## config.mk

```make
export PLATFORM = sky130hd
export DESIGN_NAME = prefix_varint_decoder_unit
export DESIGN_NICKNAME = d
export VERILOG_FILES = /design/src/rtl/pvd_pkg.sv /design/src/rtl/pvd_in_stage.sv /design/src/rtl/pvd_core.sv /design/src/rtl/pvd_out_stage.sv /design/src/rtl/prefix_varint_decoder_unit.sv
export SDC_FILE = /design/constraint.sdc
export NUM_CORES = 1
export LEC_CHECK = 0
export BUFFER_PORTS_ARGS = -buffer_cell sky130_fd_sc_hd__buf_2
export CAP_MARGIN = 20
export CORE_UTILIZATION = 45
export CTS_BUF_LIST = sky130_fd_sc_hd__clkbuf_8
export DETAILED_ROUTE_END_ITERATION = 10
export PLACE_DENSITY = 0.73
export SLEW_MARGIN = 25
export SYNTH_ARGS = -nofsm -noshare
export SYNTH_HDL_FRONTEND = slang
export SYNTH_HIERARCHICAL = 1
export SYNTH_SLANG_ARGS = --single-unit
```

## constraint.sdc

```tcl
create_clock -name i_clk -period 6.15 [get_ports i_clk]
set_input_delay 0 -clock i_clk [delete_from_list [all_inputs] [get_ports i_clk]]
set_output_delay 0 -clock i_clk [all_outputs]
set_load 0.02 [all_outputs]
```

## src/rtl/pvd_pkg.sv

```systemverilog
package pvd_pkg;

    localparam int BYTE_W  = 8;
    localparam int VALUE_W = 64;
    localparam int LEFT_W  = 5;

    // bytes still to come after a first byte, per prefix class
    localparam logic [LEFT_W-1:0] LEFT_NONE = 5'd0;
    localparam logic [LEFT_W-1:0] LEFT_ONE  = 5'd1;
    localparam logic [LEFT_W-1:0] LEFT_TWO  = 5'd2;
    localparam logic [LEFT_W-1:0] LEFT_THR  = 5'd3;
    localparam logic [LEFT_W-1:0] LEFT_FOUR = 5'd4;
    localparam logic [LEFT_W-1:0] LEFT_FIVE = 5'd5;
    localparam logic [LEFT_W-1:0] LEFT_FULL = 5'd8;
    localparam logic [LEFT_W-1:0] LEFT_RSVD = 5'd16;

    typedef struct packed {
        logic [BYTE_W-1:0] in_byte;
        logic              signed_mode;
    } t_in;

    typedef struct packed {
        logic [VALUE_W-1:0] value;
        logic               reserved_prefix;
    } t_out;

endpackage

```

## src/rtl/pvd_in_stage.sv

```systemverilog
module pvd_in_stage
    import pvd_pkg::*;
(
    input  logic i_clk,
    input  logic i_rst_n,
    input  logic i_in_valid,
    input  t_in  i_in,
    output logic o_in_stall,
    input  logic i_go,
    output logic o_valid,
    output t_in  o_beat
);

    logic r_valid;
    logic n_valid;
    t_in  r_beat;
    logic w_accept;

    assign o_in_stall = r_valid && !i_go;
    assign w_accept   = i_in_valid && !o_in_stall;

    always_comb begin
        n_valid = r_valid;
        if (w_accept) begin
            n_valid = 1'b1;
        end else if (i_go) begin
            n_valid = 1'b0;
        end
    end

    always_ff @(posedge i_clk) begin
        if (!i_rst_n) begin
            r_valid <= 1'b0;
        end else begin
            r_valid <= n_valid;
        end
    end

    always_ff @(posedge i_clk) begin
        if (w_accept) begin
            r_beat <= i_in;
        end
    end

    assign o_valid = r_valid;
    assign o_beat  = r_beat;

endmodule

```

## src/rtl/pvd_core.sv

```systemverilog
module pvd_core
    import pvd_pkg::*;
(
    input  logic i_clk,
    input  logic i_rst_n,
    input  logic i_valid,
    input  t_in  i_beat,
    input  logic i_out_free,
    output logic o_go,
    output logic o_res_valid,
    output t_out o_res
);

    logic [LEFT_W-1:0]  r_bytes_left;
    logic [LEFT_W-1:0]  n_bytes_left;
    logic [VALUE_W-1:0] r_acc;
    logic [VALUE_W-1:0] n_acc;
    logic               r_rsvd;
    logic               n_rsvd;

    logic [VALUE_W-1:0] f_data;
    logic [LEFT_W-1:0]  f_left;
    logic               f_rsvd;
    logic [VALUE_W-1:0] w_shifted;
    logic               w_first;
    logic               w_res;
    logic [BYTE_W-1:0]  w_b;
    logic               w_sx;

    assign w_b     = i_beat.in_byte;
    assign w_sx    = i_beat.signed_mode;
    assign w_first = (r_bytes_left == LEFT_NONE);

    // first-byte decode: leading ones set length; under 0xFC the rest is data
    always_comb begin
        f_data = '0;
        f_left = LEFT_NONE;
        f_rsvd = 1'b0;
        case (w_b) inside
            8'b0???????: begin
                f_data = {{57{w_sx & w_b[6]}}, w_b[6:0]};
                f_left = LEFT_NONE;
            end
            8'b10??????: begin
                f_data = {{58{w_sx & w_b[5]}}, w_b[5:0]};
                f_left = LEFT_ONE;
            end
            8'b110?????: begin
                f_data = {{59{w_sx & w_b[4]}}, w_b[4:0]};
                f_left = LEFT_TWO;
            end
            8'b1110????: begin
                f_data = {{60{w_sx & w_b[3]}}, w_b[3:0]};
                f_left = LEFT_THR;
            end
            8'b11110???: begin
                f_data = {{61{w_sx & w_b[2]}}, w_b[2:0]};
                f_left = LEFT_FOUR;
            end
            8'b111110??: begin
                f_data = {{62{w_sx & w_b[1]}}, w_b[1:0]};
                f_left = LEFT_FIVE;
            end
            8'b1111110?: begin
                f_left = LEFT_FULL;
            end
            default: begin
                f_left = LEFT_RSVD;
                f_rsvd = 1'b1;
            end
        endcase
    end

    assign w_shifted = {r_acc[VALUE_W-BYTE_W-1:0], w_b};

    // a result leaves on a one-byte value or on the last following byte
    assign w_res = w_first ? (f_left == LEFT_NONE) : (r_bytes_left == LEFT_ONE);
    assign o_go  = i_valid && (!w_res || i_out_free);

    always_comb begin
        n_bytes_left = r_bytes_left;
        n_acc        = r_acc;
        n_rsvd       = r_rsvd;
        if (o_go) begin
            if (w_first) begin
                n_bytes_left = f_left;
                n_acc        = f_data;
                n_rsvd       = f_rsvd;
            end else begin
                n_bytes_left = r_bytes_left - LEFT_ONE;
                n_acc        = w_shifted;
                if (r_bytes_left == LEFT_ONE) begin
                    n_rsvd = 1'b0;
                end
            end
        end
    end

    always_comb begin
        o_res_valid = o_go && w_res;
        if (w_first) begin
            o_res.value           = f_data;
            o_res.reserved_prefix = 1'b0;
        end else begin
            o_res.value           = r_rsvd ? '0 : w_shifted;
            o_res.reserved_prefix = r_rsvd;
        end
    end

    always_ff @(posedge i_clk) begin
        if (!i_rst_n) begin
            r_bytes_left <= LEFT_NONE;
            r_acc        <= '0;
            r_rsvd       <= 1'b0;
        end else begin
            r_bytes_left <= n_bytes_left;
            r_acc        <= n_acc;
            r_rsvd       <= n_rsvd;
        end
    end

    a_left_bound: assert property (@(posedge i_clk) disable iff (!i_rst_n)
        r_bytes_left <= LEFT_RSVD)
        else $error("byte count beyond longest prefix");

    a_rsvd_mid_value: assert property (@(posedge i_clk) disable iff (!i_rst_n)
        r_rsvd |-> (r_bytes_left != LEFT_NONE))
        else $error("reserved flag left over after value end");

    a_rsvd_zero: assert property (@(posedge i_clk) disable iff (!i_rst_n)
        (o_res_valid && o_res.reserved_prefix) |-> (o_res.value == '0))
        else $error("reserved result carries data");

    a_res_needs_room: assert property (@(posedge i_clk) disable iff (!i_rst_n)
        o_res_valid |-> i_out_free)
        else $error("result issued with output register full");

endmodule

```

## src/rtl/pvd_out_stage.sv

```systemverilog
module pvd_out_stage
    import pvd_pkg::*;
(
    input  logic i_clk,
    input  logic i_rst_n,
    input  logic i_load,
    input  t_out i_res,
    output logic o_free,
    output logic o_out_valid,
    input  logic i_out_stall,
    output t_out o_out
);

    logic r_valid;
    logic n_valid;
    t_out r_res;

    assign o_free = !r_valid || !i_out_stall;

    always_comb begin
        n_valid = r_valid;
        if (i_load) begin
            n_valid = 1'b1;
        end else if (!i_out_stall) begin
            n_valid = 1'b0;
        end
    end

    always_ff @(posedge i_clk) begin
        if (!i_rst_n) begin
            r_valid <= 1'b0;
        end else begin
            r_valid <= n_valid;
        end
    end

    always_ff @(posedge i_clk) begin
        if (i_load) begin
            r_res <= i_res;
        end
    end

    assign o_out_valid = r_valid;
    assign o_out       = r_res;

endmodule

```

## src/rtl/prefix_varint_decoder_unit.sv

```systemverilog
// Prefix-length varint decoder. One stream byte is taken per cycle, sustained,
// with no gaps between values, unless the output stalls; a byte goes through an
// input register and the decode/accumulate step, and a value enters the output
// register with its last byte. The first byte's leading ones set the length
// (1 to 6 bytes, 9 bytes after 0xFC/0xFD, 17 bytes after reserved 0xFE/0xFF,
// which yield zero with reserved_prefix set). signed_mode counts on first bytes
// only. Output stall holds the result register and backs up into input.
module prefix_varint_decoder_unit
    import pvd_pkg::*;
(
    input  logic i_clk,
    input  logic i_rst_n,
    input  logic i_in_valid,
    output logic o_in_stall,
    input  t_in  i_in,
    output logic o_out_valid,
    input  logic i_out_stall,
    output t_out o_out
);

    logic w_go;
    logic w_stage_valid;
    t_in  w_stage_beat;
    logic w_out_free;
    logic w_res_valid;
    t_out w_res;

    pvd_in_stage u_in_stage (
        .i_clk      (i_clk),
        .i_rst_n    (i_rst_n),
        .i_in_valid (i_in_valid),
        .i_in       (i_in),
        .o_in_stall (o_in_stall),
        .i_go       (w_go),
        .o_valid    (w_stage_valid),
        .o_beat     (w_stage_beat)
    );

    pvd_core u_core (
        .i_clk       (i_clk),
        .i_rst_n     (i_rst_n),
        .i_valid     (w_stage_valid),
        .i_beat      (w_stage_beat),
        .i_out_free  (w_out_free),
        .o_go        (w_go),
        .o_res_valid (w_res_valid),
        .o_res       (w_res)
    );

    pvd_out_stage u_out_stage (
        .i_clk       (i_clk),
        .i_rst_n     (i_rst_n),
        .i_load      (w_res_valid),
        .i_res       (w_res),
        .o_free      (w_out_free),
        .o_out_valid (o_out_valid),
        .i_out_stall (i_out_stall),
        .o_out       (o_out)
    );

endmodule
```

==> summary.md, run 1 <==
| Metric | Value |
|---|---|
| Antenna-violating nets left | `0` |
| Pin count of the biggest net entering global routing | `73` |
| Drc violations | `0` |
| Xor and xnor area share after synthesis | `0` |
| Vias post-DR | `4180` |
| Worst Path Max Fanout | `37` |
| Count leader, synth | `edfxtp_1` |
| Die Width | `114 µm` |
| Dpl hpwl | `6.81 mm` |
| CP delay by family, top | `simple AND/OR/NAND/NOR gates` |
| RSZ-0062 raised after global routing | `false` |
| Simple-Gate Fraction of Synth Area | `0.0957` |
| Share of layout cells above drive strength 1 | `0.213` |
| Final WL | `12.0 mm` |
| Asr flop ratio synth | `0` |
| Dominant cells by area after synthesis | `edfxtp_1, dfxtp_1, a21o_1, a31oi_1, o21ai_0` |
| Clock Sinks | `138` |
| Clock transition at path regs | `0.08 ns` |
| GP Congestion | `0.820` |
| Status | `completed` |
| Rows | `40` |
| Initial antenna violation count | `0` |
| Post-synthesis mux area share | `0.00178` |
| Fin. Hold Viols | `0` |
| Initial core utilization | `0.464` |
| Commonest cells post-synth | `edfxtp_1, nand2_1, dfxtp_1, o21ai_0, a21o_1` |
| Cells along the critical path | `inv_1, ha_1, nor2b_1, o21ai_1, o21a_2, nor2b_4, buf_4` |
| P per Cell Area | `321 nW/µm²` |
| Setup TNS | `0 ns` |
| Synth top area share | `0.395` |
| GR Overflow Total | `0` |
| Slew @ Worst Pin | `0.985 ns` |
| Final worst path period need | `3.01 ns` |
| Slowest CP cell | `nor2b_4` |
| Arrival @ worst endpoint | `3.09 ns` |
| CP endpoint kind | `flop` |
| I/O pins | `80` |
| Synth area leader | `edfxtp_1` |
| Maxcap violations | `0` |
| Kind of critical path | `flop to flop` |
| VDD IR-drop max | `0.141 mV` |
| Post-DR wirelength/cell | `15.8 µm` |
| Initial drt markers | `311` |
| EDFF count, synth | `74` |
| First-pass GRT wire length | `19.2 mm` |
| CTS tree | `done` |
| Vias/cell | `5.51` |
| Die Area | `12900 µm²` |
| Worst min path class | `input pin to flop` |
| Leak | `0.00280 µW` |
| Sequential area share after synthesis | `0.623` |
| CP required | `6.23 ns` |
| Max frequency | `333 MHz` |
| Relative slew slack | `0.343` |
| Setup violators final | `0` |
| Clock Path Buffers | `2` |
| Vias in the first global route | `3916` |
| Synthesized area per cell | `10.9 µm²` |
| Mapped Cells | `514` |
| Root Driver | `clkbuf_8` |
| Synth Register Bits | `138` |
| Final period utilization | `0.489` |
| Post-CTS Setup Bufs | `0` |
| Fill cells | `1098` |
| TritonCTS Buffers | `17` |
| Storage cell area | `3500 µm²` |
| Worst-skew pair later-pin latency | `0.43 ns` |
| Ys Warns | `6` |
| Resize count post-CTS | `0` |
| Main combinational cell family by area after synthesis | `compound AO/OA/AOI/OAI gates` |
| Slew Viols, Final | `0` |
| Core ar. | `12100 µm²` |
| Post-synth net total | `529` |
| Post-Syn Area | `5620 µm²` |
| All-layer global routing usage | `0.191` |
| Chip height | `114 µm` |
| Top_reg_cell synth | `edfxtp_1` |
| Layout area overhead | `16.7%` |
| Synth Area in Adders | `0.00445` |
| # diodes | `0` |
| Max incr delay on CP | `0.74 ns` |
| Pre-Repair DR Iteration Count | `5` |
| Area of the multi-input gates | `1890 µm²` |
| WP buf/inv | `2` |
| Pwr Total | `2110 µW` |
| Netlist cell types | `43` |
| CP Launch Type | `flop` |
| Port Buffers | `79` |
| Final net count | `593` |
| Clk_skew | `0.00923 ns` |
| H-tree Lvls | `4` |
| Post-synthesis compound-gate area fraction | `0.228` |
-- metrics by stage --
step	hold slack, ns	utilization	area, µm²	instances	worst slack [ns]
global placement	0.177	0.500	6060	716	3.29
finish	0.265	0.541	6560	759	3.14
floorplan	0.0989	-	5620	514	1.05
detailed placement	0.178	0.500	6060	716	3.16
global route	0.251	0.541	6560	759	2.91
CTS	0.241	0.540	6550	759	3.15
-- cell type report --
cell class,instances,area share
clock buffers,17,0.0357
clock inverters,15,0.0216
inverters,5,0.00286
multi-input cells,319,0.288
flip-flops and latches,138,0.534
well taps,168,0.0321
repair buffers,97,0.0851
-- worst register-to-register path: cells and delay by family, from the launching register on --
| kind | cells | cell delay, ns |
|---|---|---|
| and+or+nand+nor | 2 | 0.90 |
| buffers and inverters | 2 | 0.60 |
| AOI/OAI and AO/OA | 2 | 0.47 |
| DFF | 1 | 0.39 |
| adders and majority gates | 1 | 0.27 |
-- routing by layer --
metal,share of wire,wire length [µm],global-route usage
met1,0.45,5440,0.249
met2,0.49,5830,0.310
met3,0.047,565,0.0446
met4,0.013,156,0.0754
met5,0,0,0
-- what timing repair did --
action / 4_1_cts / 5_1_grt
endpoints found under the setup margin: 0 / 0
hold buffers: 11 / 0
endpoints found under the hold margin: 11 / 0
-- state kept, by name, indices dropped and copies added (netlist names) --
| register | cells |
|---|---|
| u_core/r_rsvd | 1 |
| u_out_stage/o_out | 65 |
| u_core/r_bytes_left | 5 |
| u_core/r_acc | 56 |
| u_out_stage/o_out_valid | 1 |
| u_in_stage/o_beat | 9 |
| u_in_stage/o_valid | 1 |
-- path summary, 6_finish.rpt --
path | start | endpoint | slack (ns) | depth (start not counted)
min | i_rst_n | u_in_stage/o_valid | 0.27 | 2
max | u_core/r_bytes_left[0] | u_out_stage/o_out[41] | 3.14 | 7
min reg2reg | u_core/r_acc[15] | u_core/r_acc[23] | 0.49 | 2
max reg2reg | u_core/r_bytes_left[0] | u_out_stage/o_out[41] | 3.14 | 7
-- layout by cell type, fill, tap and decap left out, types with 5 or more instances in the layout --
cell,synthesis,routed
a21boi_0,5,5
buf_2,8,79
clkbuf_8,0,17
nor3_1,5,5
inv_1,5,5
a31oi_1,55,55
o21ai_0,61,61
clkinv_4,0,6
a21oi_1,9,9
nand2_1,69,69
nand3_1,6,6
nor2b_1,8,7
edfxtp_1,74,74
dfxtp_1,64,64
dlygate4sd3_1,0,11
buf_4,1,7
a21o_1,57,57
-- report_power, final --
part           internal (µW)  switching (µW)
clock                    325             366
combinational            111             210
sequential              1050            42.4
-- cell families (layout without fill, tap and decap cells) --
family	count (synthesis)	in the layout
AO/OA/AOI/OAI	203	203
flip-flops	138	138
AND/OR/NAND/NOR	113	113
buffers and inverters	57	134
adder cells (fa/ha/maj)	2	2
multiplexers	1	1
Power figures use the tool's default switching activity.
==> run 2: changes to the inputs <==
--- a/config.mk
+++ b/config.mk
@@ -5,6 +5,7 @@
 export SDC_FILE = /design/constraint.sdc
 export NUM_CORES = 1
 export LEC_CHECK = 0
+export ABC_AREA = 1
 export BUFFER_PORTS_ARGS = -buffer_cell sky130_fd_sc_hd__buf_2
 export CAP_MARGIN = 20
 export CORE_UTILIZATION = 45
==> constraint.sdc (replaced) <==
create_clock -name i_clk -period 3 [get_ports i_clk]
set_input_delay 0 -clock i_clk [delete_from_list [all_inputs] [get_ports i_clk]]
set_output_delay 0 -clock i_clk [all_outputs]
set_load 0.02 [all_outputs]
==> summary.md, run 2 <==
| Metric | Value |
|---|---|
| Setup TNS | `0 ns` |
| Ys Warns | `6` |
| GR Overflow Total | `0` |
| Max incr delay on CP | `0.55 ns` |
| Core ar. | `13200 µm²` |
| I/O pins | `80` |
| # diodes | `0` |
| R2r startpoint | `u_core/r_bytes_left[0]` |
| Vias post-DR | `4527` |
| Die Width | `118 µm` |
| Post-synth net total | `696` |
| Maxcap violations | `0` |
| Initial core utilization | `0.459` |
| Post-Syn Area | `6060 µm²` |
| Worst min path class | `input pin to flop` |
| Most frequent cells in the layout | `nand2_1, nor2_1, inv_1, buf_2, edfxtp_1` |
| Leak | `0.00327 µW` |
| Clock Sinks | `138` |
| Vias in the first global route | `4122` |
| Slowest CP cell | `dlygate4sd3_1` |
| Worst-skew pair later-pin latency | `0.45 ns` |
| Critical Path Most Common Cell | `inv_1` |
| Number of flip-flops under the largest register name | `65` |
| First-pass GRT wire length | `19.5 mm` |
| Status | `finished with violations` |
| Relative slew slack | `0.378` |
| Fin. Hold Viols | `0` |
| CP endpoint kind | `flop` |
| Chip height | `118 µm` |
| Top_reg_cell synth | `edfxtp_1` |
| CP Launch Type | `flop` |
| Dpl hpwl | `7.59 mm` |
| Layout area overhead | `16.3%` |
| Share of layout cells above drive strength 1 | `0.216` |
| Endpoint, Worst Hold | `u_in_stage/o_beat[1]` |
| Commonest cells post-synth | `nand2_1, nor2_1, inv_1, edfxtp_1, dfxtp_1` |
| Final worst path period need | `2.76 ns` |
| Synth area leader | `edfxtp_1` |
| Antenna-violating nets left | `0` |
| Most common cell after layout, fill and taps aside | `nand2_1` |
| CP delay by family, top | `buffers and inverters` |
| Synthesized area per cell | `8.90 µm²` |
| All-layer global routing usage | `0.180` |
| Port Buffers | `79` |
| Drc violations | `1` |
| Pin count of the biggest net entering global routing | `55` |
| CTS tree | `done` |
| Hold path start | `i_in[1]` |
| Synth Register Bits | `138` |
| Kind of critical path | `flop to flop` |
| Initial antenna violation count | `0` |
| Final WL | `11.8 mm` |
| Mapped Cells | `681` |
| Max frequency | `362 MHz` |
| Setup violators final | `0` |
| Die Area | `13900 µm²` |
| Register-to-Register Setup Slack | `0.24 ns` |
| TritonCTS Buffers | `17` |
| Post-CTS Setup Bufs | `0` |
| Final period utilization | `0.921` |
| Initial drt markers | `324` |
| R2R depth | `13` |
| Clock transition at path regs | `0.08 ns` |
| Min-Delay Path Depth | `2` |
| Slew @ Worst Pin | `0.932 ns` |
| H-tree Lvls | `4` |
| Synth top area share | `0.367` |
| Path length in cells of the critical path | `13` |
| Worst Path Max Fanout | `23` |
| Pre-Repair DR Iteration Count | `8` |
| Pwr Total | `4290 µW` |
| GP Congestion | `0.879` |
| Worst reg2reg endpoint | `u_out_stage/o_out_valid` |
| Asr flop ratio synth | `0` |
| Clk_skew | `0.0157 ns` |
| Arrival @ worst endpoint | `3.16 ns` |
| P per Cell Area | `609 nW/µm²` |
| Failing checks | `DRC` |
| Root Driver | `clkbuf_8` |
| WP buf/inv | `6` |
| Count leader, synth | `nand2_1` |
| RSZ-0062 raised after global routing | `false` |
| Cells along the critical path | `inv_1, ha_1, o21ai_1, nor2_2, nand2_1, nand2_2, inv_8, nand3_1, clkinvlp_4, buf_6, inv_1, a21oi_2, dlygate4sd3_1` |
| Netlist cell types | `29` |
| Clock Path Buffers | `2` |
| Rows | `42` |
| EDFF count, synth | `74` |
| CP required | `3.40 ns` |
| VDD IR-drop max | `0.267 mV` |
| Dominant cells by area after synthesis | `edfxtp_1, dfxtp_1, nand2_1, nor2_1, nand3_1` |
| Sequential area share after synthesis | `0.578` |
| Vias/cell | `4.77` |
| Post-DR wirelength/cell | `12.4 µm` |
| Final net count | `775` |
| Slew Viols, Final | `0` |
| Fill cells | `1192` |
run 2: power breakdown:
| part | internal, µW | leakage, µW | total [µW] | switching [µW] |
|---|---|---|---|---|
| logic | 264 | 0.00184 | 809 | 546 |
| registers | 2180 | 0.00123 | 2260 | 74.1 |
| clock network | 581 | 0.000196 | 1220 | 639 |
run 2: worst max-delay path by stage:
| stage | from | end | slack [ns] |
|---|---|---|---|
| after global placement | u_core/r_bytes_left[0] | u_out_stage/o_out[18] | 0.61 |
| after global routing | u_core/r_bytes_left[0] | u_out_stage/o_out_valid | 0.04 |
| after detailed placement | u_core/r_bytes_left[0] | u_out_stage/o_out[18] | 0.53 |
| after CTS | u_core/r_bytes_left[0] | u_out_stage/o_out_valid | 0.02 |
| final | u_core/r_bytes_left[0] | u_out_stage/o_out_valid | 0.24 |
| after floorplan | u_core/r_bytes_left[0] | u_out_stage/o_out[0] | 0.25 |
run 2: cell families after synthesis:
kind of cell | share of synthesized area
buf+inv | 0.0917
flops | 0.578
compound gates | 0.108
simple gates | 0.216
fa+ha+maj | 0.00413
xor+xnor | 0.00145
run 2: worst register-to-register path: cells and delay by family, from the launching register on:
| family | cells | cell delay [ns] |
|---|---|---|
| compound gates | 2 | 0.32 |
| fa+ha+maj | 1 | 0.26 |
| buf+inv | 6 | 1.28 |
| flops | 1 | 0.36 |
| simple gates | 4 | 0.49 |
run 2: per-stage QoR:
| step | hold WS [ns] | utilization | worst slack (ns) | area (µm²) | std cells |
|---|---|---|---|---|---|
| global placement | 0.179 | 0.498 | 0.610 | 6570 | 903 |
| floorplan | 0.0989 | - | 0.245 | 6060 | 681 |
| detailed placement | 0.179 | 0.498 | 0.533 | 6570 | 903 |
| CTS | 0.229 | 0.533 | 0.0169 | 7030 | 949 |
| global route | 0.236 | 0.534 | 0.0372 | 7040 | 949 |
| finish | 0.257 | 0.534 | 0.237 | 7040 | 949 |
run 2: final cells by class:
class,instances,area (µm²),share of cell area
inverters,86,334,0.0474
repair buffers,104,659,0.0936
multi-input cells,413,2010,0.285
well taps,176,220,0.0313
clock inverters,13,56.3,0.00799
flip-flops and latches,138,3500,0.498
clock buffers,19,262,0.0371
run 2: layer usage:
layer  global-route usage  part of all wire
met3               0.0557             0.047
met4               0.0649             0.011
met5                    0                 0
met2                0.282              0.48
met1                0.234              0.46
run 2: what timing repair did:
item,CTS,global route
resized for setup,0,5
hold endpoints to repair,19,0
setup endpoints to repair,0,1
hold buffers,14,0
